**src/arcs_pkg.sv**
```systemverilog
// Shared types and constants for the auto-ranging current sense core.
// Used by arcs_ctrl and auto_ranging_current_sense_core; depends on nothing.
`default_nettype none

package arcs_pkg;

  // Fixed field widths.
  localparam int unsigned GAIN_W     = 2;
  localparam int unsigned LIMIT_W    = 12;
  localparam int unsigned TICKS_W    = 16;
  localparam int unsigned SCALE_W    = 24;
  localparam int unsigned CURRENT_W  = 36;
  localparam int unsigned CFG_IDX_W  = 3;
  localparam int unsigned CFG_DATA_W = 24;

  // Gain index limits: 0 is 25 V/V, 3 is 200 V/V.
  localparam logic [GAIN_W-1:0] GAIN_BOTTOM = 2'd0;
  localparam logic [GAIN_W-1:0] GAIN_TOP    = 2'd3;

  // Register reset values.
  localparam logic [LIMIT_W-1:0] HIGH_LIMIT_RST    = 12'd3900;
  localparam logic [LIMIT_W-1:0] LOW_LIMIT_RST     = 12'd200;
  localparam logic [TICKS_W-1:0] HOLDOFF_TICKS_RST = 16'd1000;
  localparam logic [SCALE_W-1:0] BASE_SCALE_RST    = 24'd65536;

  // Item kinds.
  localparam logic FUNC_SAMPLE = 1'b0;
  localparam logic FUNC_TICK   = 1'b1;

  // Configuration register indexes.
  typedef enum logic [CFG_IDX_W-1:0] {
    REG_HIGH_LIMIT    = 3'd0,
    REG_LOW_LIMIT     = 3'd1,
    REG_HOLDOFF_TICKS = 3'd2,
    REG_BASE_SCALE    = 3'd3
  } cfg_reg_t;

  // Per-word status from the range control to the result stage.
  typedef struct packed {
    logic              current_valid;
    logic [GAIN_W-1:0] gain_used;
    logic [GAIN_W-1:0] gain_now;
    logic              holding_off;
  } ctrl_stat_t;

endpackage

`default_nettype wire

```
**src/arcs_ctrl.sv**
```systemverilog
// Gain range decision and holdoff timer for the current sense core.
// Depends on arcs_pkg for widths, codes and the status struct.
`default_nettype none

module arcs_ctrl #(
  parameter int unsigned SAMPLE_BITS  = 12,
  parameter int unsigned HOLDOFF_BITS = 16
) (
  input  wire logic                          clk,
  input  wire logic                          rst_n,
  input  wire logic                          fire,
  input  wire logic                          func,
  input  wire logic [SAMPLE_BITS-1:0]        sample,
  input  wire logic [arcs_pkg::LIMIT_W-1:0]  high_limit,
  input  wire logic [arcs_pkg::LIMIT_W-1:0]  low_limit,
  input  wire logic [arcs_pkg::TICKS_W-1:0]  holdoff_ticks,
  output arcs_pkg::ctrl_stat_t               stat
);

  localparam int unsigned SCMP_W =
    (SAMPLE_BITS > arcs_pkg::LIMIT_W) ? SAMPLE_BITS : arcs_pkg::LIMIT_W;
  localparam int unsigned HCMP_W =
    (HOLDOFF_BITS > arcs_pkg::TICKS_W) ? HOLDOFF_BITS : arcs_pkg::TICKS_W;
  localparam logic [HOLDOFF_BITS-1:0] HOLDOFF_MAX = {HOLDOFF_BITS{1'b1}};

  logic [arcs_pkg::GAIN_W-1:0] gain_r, gain_nxt;
  logic                        hold_r, hold_nxt;
  logic [HOLDOFF_BITS-1:0]     count_r, count_nxt;

  logic [SCMP_W-1:0]       sample_ext;
  logic [SCMP_W-1:0]       high_ext;
  logic [SCMP_W-1:0]       low_ext;
  logic [HOLDOFF_BITS-1:0] count_inc;
  logic                    count_done;
  logic                    is_valid;

  assign sample_ext = SCMP_W'(sample);
  assign high_ext   = SCMP_W'(high_limit);
  assign low_ext    = SCMP_W'(low_limit);

  // Saturating tick count and end-of-holdoff compare.
  assign count_inc  = (count_r < HOLDOFF_MAX) ? (count_r + 1'b1) : count_r;
  assign count_done = HCMP_W'(count_inc) >= HCMP_W'(holdoff_ticks);

  // Next state for one word; the high limit test wins over the low one.
  always_comb begin
    gain_nxt  = gain_r;
    hold_nxt  = hold_r;
    count_nxt = count_r;
    is_valid  = 1'b0;
    if (fire) begin
      if (func == arcs_pkg::FUNC_TICK) begin
        if (hold_r) begin
          if (count_done) begin
            hold_nxt  = 1'b0;
            count_nxt = '0;
          end else begin
            count_nxt = count_inc;
          end
        end
      end else if (!hold_r) begin
        is_valid = 1'b1;
        if (gain_r != arcs_pkg::GAIN_BOTTOM && sample_ext >= high_ext) begin
          gain_nxt  = gain_r - 1'b1;
          hold_nxt  = 1'b1;
          count_nxt = '0;
        end else if (gain_r != arcs_pkg::GAIN_TOP && sample_ext <= low_ext) begin
          gain_nxt  = gain_r + 1'b1;
          hold_nxt  = 1'b1;
          count_nxt = '0;
        end
      end
    end
  end

  // State registers; reset leaves the top gain with the holdoff running.
  always_ff @(posedge clk) begin
    if (!rst_n) begin
      gain_r  <= arcs_pkg::GAIN_TOP;
      hold_r  <= 1'b1;
      count_r <= '0;
    end else begin
      gain_r  <= gain_nxt;
      hold_r  <= hold_nxt;
      count_r <= count_nxt;
    end
  end

  // Status of the word being processed.
  always_comb begin
    stat.current_valid = is_valid;
    stat.gain_used     = gain_r;
    stat.gain_now      = gain_nxt;
    stat.holding_off   = hold_nxt;
  end

endmodule

`default_nettype wire

```
**src/auto_ranging_current_sense_core.sv**
```systemverilog
// Top level of the auto-ranging current sense core: ports, registers,
// input and result stages, and the current multiply. Uses arcs_pkg, arcs_ctrl.
//
//   Port group | Direction | Handshake         | Contents
//   in_*       | input     | in_valid/in_stall | func, sample
//   out_*      | output    | out_valid/out_stall | current and gain status
//   cfg_*      | input     | cfg_we            | register index and data
//
// A word passes through the input register, then the range decision and a
// multiply by the 24-bit scale into the result register. One word is
// accepted every cycle while out_stall stays low.
// out_stall holds both stages; in_stall follows it only when the input stage
// is full. Synchronous reset empties both stages and loads register defaults.
`default_nettype none

module auto_ranging_current_sense_core #(
  parameter int unsigned SAMPLE_BITS  = 12,
  parameter int unsigned HOLDOFF_BITS = 16
) (
  input  wire logic                              clk,
  input  wire logic                              rst_n,
  // Input channel
  input  wire logic                              in_valid,
  output logic                                   in_stall,
  input  wire logic                              in_func,
  input  wire logic [SAMPLE_BITS-1:0]            in_sample,
  // Result channel
  output logic                                   out_valid,
  input  wire logic                              out_stall,
  output logic                                   out_current_valid,
  output logic [arcs_pkg::CURRENT_W-1:0]         out_current_q16,
  output logic [arcs_pkg::GAIN_W-1:0]            out_gain_used,
  output logic [arcs_pkg::GAIN_W-1:0]            out_gain_index_now,
  output logic                                   out_select_pin_a,
  output logic                                   out_select_pin_b,
  output logic                                   out_holding_off,
  // Configuration port
  input  wire logic                              cfg_we,
  input  wire logic [arcs_pkg::CFG_IDX_W-1:0]    cfg_index,
  input  wire logic [arcs_pkg::CFG_DATA_W-1:0]   cfg_wdata
);

  localparam int unsigned PROD_W = SAMPLE_BITS + arcs_pkg::SCALE_W;
  localparam int unsigned EXT_W  =
    (PROD_W > arcs_pkg::CURRENT_W) ? PROD_W : arcs_pkg::CURRENT_W;

  // Configuration registers.
  logic [arcs_pkg::LIMIT_W-1:0] high_limit_r;
  logic [arcs_pkg::LIMIT_W-1:0] low_limit_r;
  logic [arcs_pkg::TICKS_W-1:0] holdoff_ticks_r;
  logic [arcs_pkg::SCALE_W-1:0] base_scale_r;

  always_ff @(posedge clk) begin
    if (!rst_n) begin
      high_limit_r    <= arcs_pkg::HIGH_LIMIT_RST;
      low_limit_r     <= arcs_pkg::LOW_LIMIT_RST;
      holdoff_ticks_r <= arcs_pkg::HOLDOFF_TICKS_RST;
      base_scale_r    <= arcs_pkg::BASE_SCALE_RST;
    end else if (cfg_we) begin
      case (cfg_index)
        arcs_pkg::REG_HIGH_LIMIT:    high_limit_r    <= cfg_wdata[arcs_pkg::LIMIT_W-1:0];
        arcs_pkg::REG_LOW_LIMIT:     low_limit_r     <= cfg_wdata[arcs_pkg::LIMIT_W-1:0];
        arcs_pkg::REG_HOLDOFF_TICKS: holdoff_ticks_r <= cfg_wdata[arcs_pkg::TICKS_W-1:0];
        arcs_pkg::REG_BASE_SCALE:    base_scale_r    <= cfg_wdata[arcs_pkg::SCALE_W-1:0];
        default: ;
      endcase
    end
  end

  // Stage handshake: the input stage moves on when the result register frees.
  logic s1_valid_r;
  logic s1_func_r;
  logic [SAMPLE_BITS-1:0] s1_sample_r;
  logic advance;
  logic fire;

  assign advance  = !out_valid || !out_stall;
  assign fire     = s1_valid_r && advance;
  assign in_stall = s1_valid_r && !advance;

  // Input register; it also fills while empty even if the result side waits.
  always_ff @(posedge clk) begin
    if (!rst_n) begin
      s1_valid_r <= 1'b0;
    end else if (!in_stall) begin
      s1_valid_r <= in_valid;
    end
  end

  always_ff @(posedge clk) begin
    if (in_valid && !in_stall) begin
      s1_func_r   <= in_func;
      s1_sample_r <= in_sample;
    end
  end

  // Range decision and holdoff timer.
  arcs_pkg::ctrl_stat_t stat;

  arcs_ctrl #(
    .SAMPLE_BITS  (SAMPLE_BITS),
    .HOLDOFF_BITS (HOLDOFF_BITS)
  ) u_ctrl (
    .clk           (clk),
    .rst_n         (rst_n),
    .fire          (fire),
    .func          (s1_func_r),
    .sample        (s1_sample_r),
    .high_limit    (high_limit_r),
    .low_limit     (low_limit_r),
    .holdoff_ticks (holdoff_ticks_r),
    .stat          (stat)
  );

  // Current: sample times scale, halved once per gain step, kept to 36 bits.
  logic [PROD_W-1:0]              product;
  logic [EXT_W-1:0]               shifted;
  logic [arcs_pkg::CURRENT_W-1:0] current;

  assign product = PROD_W'(s1_sample_r) * PROD_W'(base_scale_r);
  assign shifted = EXT_W'(product) >> stat.gain_used;
  assign current = stat.current_valid ? shifted[arcs_pkg::CURRENT_W-1:0] : '0;

  // Result register.
  logic                           out_valid_r;
  logic                           cur_valid_r;
  logic [arcs_pkg::CURRENT_W-1:0] current_r;
  logic [arcs_pkg::GAIN_W-1:0]    gain_used_r;
  logic [arcs_pkg::GAIN_W-1:0]    gain_now_r;
  logic                           holding_r;

  always_ff @(posedge clk) begin
    if (!rst_n) begin
      out_valid_r <= 1'b0;
    end else if (advance) begin
      out_valid_r <= s1_valid_r;
    end
  end

  always_ff @(posedge clk) begin
    if (fire) begin
      cur_valid_r <= stat.current_valid;
      current_r   <= current;
      gain_used_r <= stat.gain_used;
      gain_now_r  <= stat.gain_now;
      holding_r   <= stat.holding_off;
    end
  end

  assign out_valid          = out_valid_r;
  assign out_current_valid  = cur_valid_r;
  assign out_current_q16    = current_r;
  assign out_gain_used      = gain_used_r;
  assign out_gain_index_now = gain_now_r;
  assign out_select_pin_a   = gain_now_r[0];
  assign out_select_pin_b   = gain_now_r[1];
  assign out_holding_off    = holding_r;

endmodule

`default_nettype wire

```
**config.mk**
```make
export PLATFORM = sky130hd
export DESIGN_NAME = auto_ranging_current_sense_core
export DESIGN_NICKNAME = d
export VERILOG_FILES = /design/src/arcs_pkg.sv /design/src/arcs_ctrl.sv /design/src/auto_ranging_current_sense_core.sv
export SDC_FILE = /design/constraint.sdc
export NUM_CORES = 1
export LEC_CHECK = 0
export ABC_AREA = 0
export BUFFER_PORTS_ARGS = -buffer_cell sky130_fd_sc_hd__buf_2
export CAP_MARGIN = 20
export CORE_ASPECT_RATIO = 2
export CORE_MARGIN = 8
export CORE_UTILIZATION = 25
export CTS_BUF_LIST = sky130_fd_sc_hd__clkbuf_4
export DETAILED_ROUTE_END_ITERATION = 6
export RECOVER_POWER = 25
export SYNTH_ARGS = -nofsm -noshare
export SYNTH_HDL_FRONTEND = slang
export SYNTH_SLANG_ARGS = --single-unit
```
**constraint.sdc**
```tcl
create_clock -name clk -period 14.6 [get_ports clk]
set_input_delay 2.92 -clock clk [delete_from_list [all_inputs] [get_ports clk]]
set_output_delay 2.92 -clock clk [all_outputs]
set_load 0.01 [all_outputs]
```
==> impl_metrics.py, run 1 <==
metrics = {
    "routing": {
        "vias": 12500,
        "wl_per_cell_um": 17.3,
        "drc_errors": 0,
        "wl_met2_um": 24500,
        "dr_wl_met3_um": 1570,
        "wl_met1_um": 18100,
        "drtIter0Drc": 579,
        "first_pass_iters": 5,
        "viasPerCell": 4.72,
        "wl_um": 45900,
        "antenna_left": 0,
        "top_layer": "met5",
    },
    "clocking": {
        "worstSkewPairLatency_ns": 0.65,
        "cts-htree-levels": 4,
        "cts_setup_buffers": 0,
        "cts-root-buf": "clkbuf_4",
        "hold_buffers": 0,
        "tritoncts": "done",
        "cts_inserted_buffers": 17,
        "cts.clk_slew.worst_paths_ns": 0.15,
        "post_cts_resized": 0,
        "clockBufferDepth": 2,
        "clkSinkCount": 140,
    },
    "synth": {
        "ys_warn_count": 0,
        "synth_edf_count": 55,
        "yosysSeqAreaShare": 0.210,
        "yosysUniqueCellTypes": 67,
        "avgSynthCellArea_um2": 8.79,
        "ys_ff_latch": 140,
        "async_flop_share": 0,
        "syn_inst": 1819,
        "syn_area_um2": 16000,
        "syn_nets": 2202,
        "synth_ff_type": "dfxtp_1",
    },
    "global_routing": {
        "first_global_vias": 14100,
        "grt_use_total": 0.128,
        "antenna_found_initial": 4,
        "grt_max_degree": 51,
        "grt_pass1_wl_um": 74400,
        "grt-ovfl-total": 0,
    },
    "pwr": {
        "peakVddDrop_mv": 0.0310,
        "power-per-cell-area_nw_per_um2": 55.0,
        "p_leak_nw": 7.81,
        "total_power_mw": 0.962,
    },
    "timing": {
        "fin_crit_sh": 0.488,
        "slew-limit-headroom": -0.695,
        "fin_crit_ns": 7.12,
        "tightest_slew_ns": 2.54,
        "max_freq_mhz": 140,
        "final_max_slew_viol_count": 107,
        "setup_tns_ns": 0,
        "rsz0062_at_grt": "false",
        "finalClockSkew_ns": 0.0411,
        "hold_viol": 0,
        "finalSetupViolations": 0,
    },
    "min_path": {
        "hold_start": "low_limit_r[2]",
        "hold_path.class": "reg -> reg",
        "worstHoldEndpoint": "low_limit_r[2]",
        "hold_depth": 2,
    },
    "finish": {
        "nets": 2227,
        "fillerInstances": 6842,
        "final_common_cell": "nand2_1",
        "layout-drive-gt1-share": 0.0808,
        "area_delta_synth_final_pct": 9.25,
        "mostFrequentLayoutCells": "nand2_1 (366), inv_1 (275), fa_1 (220), ha_1 (118), and2_1 (104)",
    },
    "floorplanning": {
        "dieWidth_um": 195,
        "dieArea_um2": 72800,
        "boundaryPins": 91,
        "core_area_um2": 63600,
        "die_y_um": 374,
        "num_rows": 131,
        "start_util": 0.251,
    },
    "setup_path": {
        "r2r_end": "out_current_q16[29]",
        "critPathRequiredTime_ns": 14.96,
        "arrival_ns": 7.48,
        "crit_path_end_kind": "flop",
        "crit_chain": "nand2_1 -> fa_1 -> inv_1 -> fa_1 -> fa_1 -> fa_1 -> inv_1 -> fa_1 -> inv_1 -> ha_1 -> a211oi_1 -> o21ai_1 -> a211oi_2 -> o31ai_1 -> a21oi_1 -> xnor2_1 -> mux2i_1 -> a2111oi_0",
        "critPathSlowestCell": "edfxtp_1",
        "cpMostUsedCell": "fa_1",
        "critPathBufInv": 3,
        "reg2reg_depth": 18,
        "critPathKind": "reg -> reg",
        "crit_fanout": 26,
        "critPathTopFamily": "adder cells",
        "critPathLaunchType": "flop",
        "r2r-start": "s1_sample_r[8]",
        "cpPeakStageDelay_ns": 1.07,
        "r2r_slack_ns": 7.48,
    },
    "place": {
        "hpwl_um": 37100,
        "io_buffers": 90,
        "gp_congestion": 0.898,
    },
    "outcome": {
        "status": "finished with violations",
        "failed_checks": "max-capacitance violations, max-slew violations",
    },
    "job": {
        "drv_cap": 4,
    },
}
routing by layer:
metal  vias to the layer above  GRT usage
li1                       5889          -
met1                      6269      0.136
met2                       286      0.242
met3                        92     0.0198
met4                         4     0.0575
met5                         -          0
stage by stage:
stage,utilization,hold WS [ns],cell area [um^2],worst slack [ns],std cells
after floorplan,-,0.432,16000,8.54,1819
after global placement,0.270,0.443,17100,7.54,2619
after detailed placement,0.270,0.449,17200,7.52,2620
after CTS,0.274,0.467,17500,7.46,2652
after global routing,0.275,0.496,17500,7.08,2657
final,0.275,0.465,17500,7.48,2657
state kept, by name, summed over array words and instances (netlist names), 2 cells and up:
name	count
low_limit_r	12
out_gain_index_now	2
out_current_q16	36
u_ctrl.gain_r	2
base_scale_r	24
high_limit_r	12
u_ctrl.count_r	16
holdoff_ticks_r	16
out_gain_used	2
s1_sample_r	12
Yosys cell counts (all sizes together) (6+ instances only):
cell type,number,area (um^2)
nand2,366,1370
inv,277,1040
fa,220,4400
ha,118,1480
and2,104,651
a21oi,103,523
clkbuf,90,338
dfxtp,85,1700
edfxtp,55,1650
nor2,48,180
o21ai,37,185
xnor2,31,272
a211oi,26,200
mux2i,26,260
a21o,25,188
nand3,24,133
o211ai,21,163
nor3,14,75.1
nand4,12,75.1
o22ai,12,75.1
a31oi,10,62.6
xor2,10,87.6
and3,8,50.1
buf,8,40.0
nand2b,7,43.8
or3,7,43.8
nor2b,6,45.0
o21bai,6,45.0
logic make-up (layout without fill, tap and decap cells):
family | after synthesis | in the layout | synth area share
and+or+nand+nor | 608 | 608 | 0.173
buffers and inverters | 377 | 415 | 0.0891
adders and majority gates | 338 | 338 | 0.368
AOI/OAI and AO/OA | 279 | 279 | 0.111
DFF | 140 | 140 | 0.210
xor gates and xnor gates | 41 | 41 | 0.0225
muxes | 36 | 36 | 0.0268
other | 0 | 2 | 0
power breakdown:
part	total (mW)	switching [mW]	internal, mW	leakage, nW
logic	0.246	0.153	0.0925	6.45
clock network	0.278	0.187	0.0916	0.157
registers	0.438	0.0211	0.417	1.21
worst register-to-register path, cell delays in order (launching register included):
cell and delay (ns):
edfxtp_1 1.07, nand2_1 0.22, fa_1 0.58, inv_1 0.05
fa_1 0.46, fa_1 0.52, fa_1 0.55, inv_1 0.06
fa_1 0.53, inv_1 0.04, ha_1 0.39, a211oi_1 0.33
o21ai_1 0.23, a211oi_2 0.54, o31ai_1 0.14, a21oi_1 0.19
xnor2_1 0.21, mux2i_1 0.15, a2111oi_0 0.59
worst max-delay path by stage:
stage               cells past startpoint             from             endpoint
floorplan                               1        out_stall             in_stall
global placement                       18  s1_sample_r[11]  out_current_q16[29]
detailed placement                     18   s1_sample_r[5]  out_current_q16[29]
CTS                                    18   s1_sample_r[8]  out_current_q16[29]
global route                           19   s1_sample_r[8]  out_current_q16[29]
finish                                 18   s1_sample_r[8]  out_current_q16[29]
layout make-up:
type	instances	area, um^2	area share
inverters	279	1050	0.0599
diodes	2	5.00	0.000286
well taps	798	998	0.0572
clock inverters	15	158	0.00902
repair buffers	104	563	0.0322
clock buffers	17	128	0.00731
flip-flops and latches	140	3350	0.192
multi-input cells	1302	11200	0.642
Power figures use the tool's default switching activity.
==> run 2: changes to the inputs <==
==> constraint.sdc (replaced) <==
create_clock -name clk -period 6.5 [get_ports clk]
set_input_delay 1.3 -clock clk [delete_from_list [all_inputs] [get_ports clk]]
set_output_delay 1.3 -clock clk [all_outputs]
set_load 0.01 [all_outputs]
==> run 2 against run 1 <==
- the flow still finishes with violations (max-capacitance violations, max-slew violations)
- count of clock-buffer cells in the layout increased by 1
- maximum frequency increased by 14%
- sequential power increased by 120%
- sequential share of layout area decreased by 0.42 points
- hold slack got worse by 0.0011 ns
- register-to-register slack got worse by 7.3 ns
- combinational power increased by 140%
- critical path type unchanged
- critical endpoint is now out_current_q16[32]
- largest cell class unchanged
- highest routed layer is now met4
==> impl_metrics.py, run 2 (synthesized netlist as in run 1, its figures left out) <==
metrics = {
    "pwr": {
        "p_leak_nw": 8.06,
        "total_power_mw": 2.14,
        "power-per-cell-area_nw_per_um2": 120,
        "switching_share": 0.365,
        "combPwrFrac": 0.280,
        "clock_power_share": 0.271,
        "peakVddDrop_mv": 0.0921,
        "p_int_mw": 1.36,
        "power_switching_mw": 0.781,
        "seq_power_share": 0.449,
    },
    "global_routing": {
        "grt_use_total": 0.127,
        "grt-ovfl-total": 0,
        "grt_pass1_wl_um": 74000,
        "antenna_found_initial": 1,
        "first_global_vias": 14100,
        "grt_max_degree": 44,
    },
    "timing": {
        "finalClockSkew_ns": 0.0374,
        "final_max_slew_viol_count": 44,
        "fin_crit_ns": 6.27,
        "finalSetupViolations": 0,
        "setup_tns_ns": 0,
        "tightest_slew_ns": 2.47,
        "fin_ws_ns": 0.226,
        "fin_crit_sh": 0.965,
        "slew-limit-headroom": -0.649,
        "rsz0062_at_grt": "false",
        "hold_viol": 0,
        "max_freq_mhz": 159,
        "hold_ws_ns": 0.464,
    },
    "place": {
        "place_inst": 2656,
        "io_buffers": 90,
        "pre_cts_slack_ns": -0.163,
        "gp_congestion": 0.906,
        "hpwl_um": 37300,
        "post_dp_cell_area_um2": 17500,
    },
    "routing": {
        "first_pass_iters": 5,
        "drtIter0Drc": 799,
        "antenna_left": 0,
        "wl_per_cell_um": 16.8,
        "wl_um": 45400,
        "drc_errors": 0,
        "viasPerCell": 4.72,
        "vias": 12700,
    },
    "finish": {
        "mostFrequentLayoutCells": "nand2_1 (366), inv_1 (275), fa_1 (220), ha_1 (118), and2_1 (103)",
        "final_cell_area_um2": 17900,
        "final_common_cell": "nand2_1",
        "nets": 2270,
        "fillerInstances": 6743,
        "layout.cells.non_filler": 2699,
        "layout-drive-gt1-share": 0.108,
        "final_core_util": 0.281,
        "area_delta_synth_final_pct": 11.9,
        "largest_register_ffs": 36,
    },
    "job": {
        "drv_cap": 1,
    },
    "outcome": {
        "status": "finished with violations",
        "failed_checks": "max-capacitance violations, max-slew violations",
    },
    "floorplanning": {
        "start_util": 0.251,
        "num_rows": 131,
        "dieArea_um2": 72800,
        "core_area_um2": 63600,
        "boundaryPins": 91,
        "die_y_um": 374,
        "dieWidth_um": 195,
    },
    "setup_path": {
        "r2r_slack_ns": 0.23,
        "crit_start": "s1_sample_r[11]",
        "critPathKind": "reg -> reg",
        "r2r_end": "out_current_q16[32]",
        "crit_path_end_kind": "flop",
        "r2r-start": "s1_sample_r[11]",
        "reg2reg_depth": 21,
        "critPathRequiredTime_ns": 6.86,
        "crit_fanout": 13,
        "critPathLaunchType": "flop",
        "endpoint": "out_current_q16[32]",
        "arrival_ns": 6.64,
    },
    "min_path": {
        "hold_path.class": "reg -> reg",
        "hold_depth": 2,
    },
    "clocking": {
        "cts-root-buf": "clkbuf_4",
        "hold_buffers": 0,
        "clockBufferDepth": 2,
        "cts_inserted_buffers": 17,
        "cts-htree-levels": 4,
        "worstSkewPairLatency_ns": 0.64,
        "clkSinkCount": 140,
        "cts.clk_slew.worst_paths_ns": 0.15,
        "tritoncts": "done",
    },
}
-- run 2: layer usage --
metal | routed length (um) | share of wire | GRT usage
met5 | 0 | 0 | 0
met4 | 1720 | 0.038 | 0.0517
met3 | 1580 | 0.035 | 0.0201
met2 | 24200 | 0.53 | 0.241
met1 | 17900 | 0.39 | 0.136
-- run 2: area by class of cell --
type	instances	area, um^2	share of cell area
well taps	798	998	0.0558
clock buffers	18	135	0.00756
flip-flops and latches	140	3360	0.188
multi-input cells	1302	11300	0.630
repair buffers	147	960	0.0537
clock inverters	13	115	0.00644
inverters	279	1050	0.0586
diodes	2	5.00	0.000280
-- run 2: worst min-delay path by stage --
stage | from | endpoint | slack [ns]
after floorplan | u_ctrl.gain_r[1] | out_gain_used[1] | 0.43
after global placement | holdoff_ticks_r[13] | holdoff_ticks_r[13] | 0.44
after detailed placement | low_limit_r[2] | low_limit_r[2] | 0.45
after CTS | low_limit_r[8] | low_limit_r[8] | 0.46
after global routing | holdoff_ticks_r[11] | holdoff_ticks_r[11] | 0.48
final | low_limit_r[8] | low_limit_r[8] | 0.46
-- run 2: timing repair --
action	in CTS	in global routing
endpoints found under the setup margin	4	6
pin swaps	0	1
hold endpoints to repair	0	0
gates resized for setup	2	12
cloned	0	0
setup buffers	0	8
-- run 2: worst max-delay path: stages (launching register included) --
cell and delay, ns:
edfxtp_1 0.47, buf_4 0.22, buf_4 0.20, and2_1 0.18
fa_1 0.50, fa_1 0.52, fa_1 0.53, fa_1 0.55
inv_1 0.05, fa_1 0.52, inv_1 0.04, ha_1 0.37
nand2_1 0.13, nor2_1 0.21, nand2_1 0.12, a2111oi_4 0.39
buf_4 0.19, o21ai_0 0.14, a21oi_2 0.20, xnor2_2 0.11
mux2i_1 0.21, o22ai_1 0.12
-- run 2: power by group through the flow --
stage,Combinational (mW),Clock [mW],Sequential (mW)
floorplan,0.416,0,0.971
finish,0.600,0.579,0.962
CTS,0.592,0.600,0.968
global placement,0.580,0,0.987
detailed placement,0.588,0,0.987
global route,0.678,0.635,0.966
==> run 3: changes to the inputs <==
--- a/config.mk
+++ b/config.mk
@@ -10,7 +10,7 @@
 export CAP_MARGIN = 20
 export CORE_ASPECT_RATIO = 2
 export CORE_MARGIN = 8
-export CORE_UTILIZATION = 25
+export CORE_UTILIZATION = 45
 export CTS_BUF_LIST = sky130_fd_sc_hd__clkbuf_4
 export DETAILED_ROUTE_END_ITERATION = 6
 export RECOVER_POWER = 25
==> run 3 against run 2 <==
- the flow still finishes with violations (max-capacitance violations, max-slew violations)
- maximum frequency up 1.2%
- sequential share of layout area up 0.40 points
- combinational power up 1%
- non-clock buffer count up 12
- sequential cell count unchanged
- sequential power down 0.5%
- power up 3.9%
- utilization up 22 points
==> impl_metrics.py, run 3 (synthesized netlist as in run 1, its figures left out) <==
metrics = {
    "clocking": {
        "worstSkewPairLatency_ns": 0.63,
        "cts-root-buf": "clkbuf_4",
        "clockBufferDepth": 2,
        "tritoncts": "done",
        "cts.clk_slew.worst_paths_ns": 0.14,
        "cts_inserted_buffers": 17,
        "hold_buffers": 0,
        "cts-htree-levels": 4,
        "clkSinkCount": 140,
    },
    "outcome": {
        "status": "finished with violations",
        "failed_checks": "max-capacitance violations, max-slew violations",
    },
    "routing": {
        "antenna_left": 0,
        "drtIter0Drc": 446,
        "vias": 12600,
        "viasPerCell": 5.34,
        "wl_um": 43300,
        "drc_errors": 0,
        "first_pass_iters": 4,
        "wl_per_cell_um": 18.4,
    },
    "pwr": {
        "total_power_mw": 2.23,
        "power-per-cell-area_nw_per_um2": 127,
        "p_leak_nw": 8.13,
        "peakVddDrop_mv": 0.158,
    },
    "finish": {
        "area_delta_synth_final_pct": 9.70,
        "layout.cells.non_filler": 2358,
        "final_common_cell": "nand2_1",
        "mostFrequentLayoutCells": "nand2_1 (366), inv_1 (275), fa_1 (220), ha_1 (118), and2_1 (104)",
        "final_cell_area_um2": 17500,
        "layout-drive-gt1-share": 0.113,
        "fillerInstances": 3378,
        "nets": 2282,
        "largest_register_ffs": 36,
    },
    "floorplanning": {
        "dieWidth_um": 149,
        "die_y_um": 283,
        "boundaryPins": 91,
        "core_area_um2": 35100,
        "start_util": 0.456,
        "num_rows": 97,
        "dieArea_um2": 42200,
    },
    "global_routing": {
        "grt_max_degree": 45,
        "grt_pass1_wl_um": 70300,
        "grt_use_total": 0.213,
        "grt-ovfl-total": 0,
        "first_global_vias": 13800,
        "antenna_found_initial": 1,
    },
    "place": {
        "hpwl_um": 35900,
        "post_dp_cell_area_um2": 17100,
        "place_inst": 2310,
        "gp_congestion": 0.894,
        "io_buffers": 90,
    },
    "timing": {
        "fin_crit_sh": 0.954,
        "tightest_slew_ns": 1.87,
        "fin_crit_ns": 6.20,
        "hold_viol": 0,
        "slew-limit-headroom": -0.246,
        "finalClockSkew_ns": 0.0317,
        "rsz0062_at_grt": "false",
        "final_max_slew_viol_count": 61,
        "setup_tns_ns": 0,
        "max_freq_mhz": 161,
        "finalSetupViolations": 0,
    },
    "setup_path": {
        "critPathLaunchType": "flop",
        "crit_fanout": 11,
        "arrival_ns": 6.58,
        "crit_path_end_kind": "flop",
        "critPathRequiredTime_ns": 6.88,
        "r2r_slack_ns": 0.30,
        "critPathKind": "reg -> reg",
    },
    "job": {
        "drv_cap": 2,
    },
    "min_path": {
        "hold_path.class": "reg -> reg",
    },
}
run 3: cell types whose count changed in the layout (fill, tap and decap cells not counted), moves of 2 or more:
cell | before | now
dfxtp_1 | 81 | 77
dfxtp_2 | 4 | 8
xnor2_1 | 29 | 31
bufinv_16 | 1 | 3
xnor2_2 | 2 | 0
a2111oi_0 | 0 | 2
buf_2 | 82 | 86
buf_4 | 46 | 55
clkinv_2 | 2 | 0
run 3: metal layers:
layer	wire [um]	up-vias	track usage	share of wire
li1	-	5994	-	-
met1	15300	6214	0.209	0.35
met2	24500	270	0.422	0.57
met3	1510	107	0.0243	0.035
met4	1940	0	0.113	0.045
met5	0	-	0	0
run 3: area by class of cell:
class,instances,area (um^2),share of cell area
antenna,1,2.50,0.000143
clock buffer,18,135,0.00770
clock inverter,14,181,0.0103
inverter,279,1050,0.0597
multi-input combinational,1302,11200,0.640
sequential,140,3360,0.192
tap,445,557,0.0317
timing repair buffer,159,1030,0.0586
run 3: where the power goes:
group / internal (mW) / switching, mW / total [mW]
logic: 0.234 / 0.372 / 0.606
clock network: 0.281 / 0.381 / 0.662
registers: 0.935 / 0.0227 / 0.957
run 3: repair_timing:
action,CTS,global route
resized for setup,0,11
setup endpoints to repair,0,11
setup buffers,0,14
run 3: final timing paths:
| path | from | end | cells after the start |
|---|---|---|---|
| max reg2reg | base_scale_r[9] | out_current_q16[29] | 19 |
| min | low_limit_r[2] | low_limit_r[2] | 2 |
| min reg2reg | low_limit_r[2] | low_limit_r[2] | 2 |
| max | base_scale_r[9] | out_current_q16[29] | 19 |
run 3: worst max-delay path, stage by stage (launching register included):
cell       delay [ns]
dfxtp_1          0.66
nand2_1          0.14
fa_1             0.53
inv_1            0.05
fa_1             0.46
fa_1             0.51
fa_1             0.54
inv_1            0.05
fa_1             0.52
inv_1            0.04
ha_1             0.37
and3_1           0.31
nand2_1          0.10
o221ai_2         0.26
a21oi_2          0.12
a21oi_2          0.27
a31oi_1          0.14
xnor2_1          0.28
mux2i_1          0.16
a2111oi_0        0.46
run 3: stage by stage:
stage,setup WS (ns),util,hold WS (ns)
after global placement,0.183,0.486,0.444
after floorplan,0.597,-,0.432
final,0.298,0.500,0.467
after detailed placement,0.112,0.486,0.448
after global routing,0.0144,0.500,0.481
after CTS,0.0714,0.495,0.466
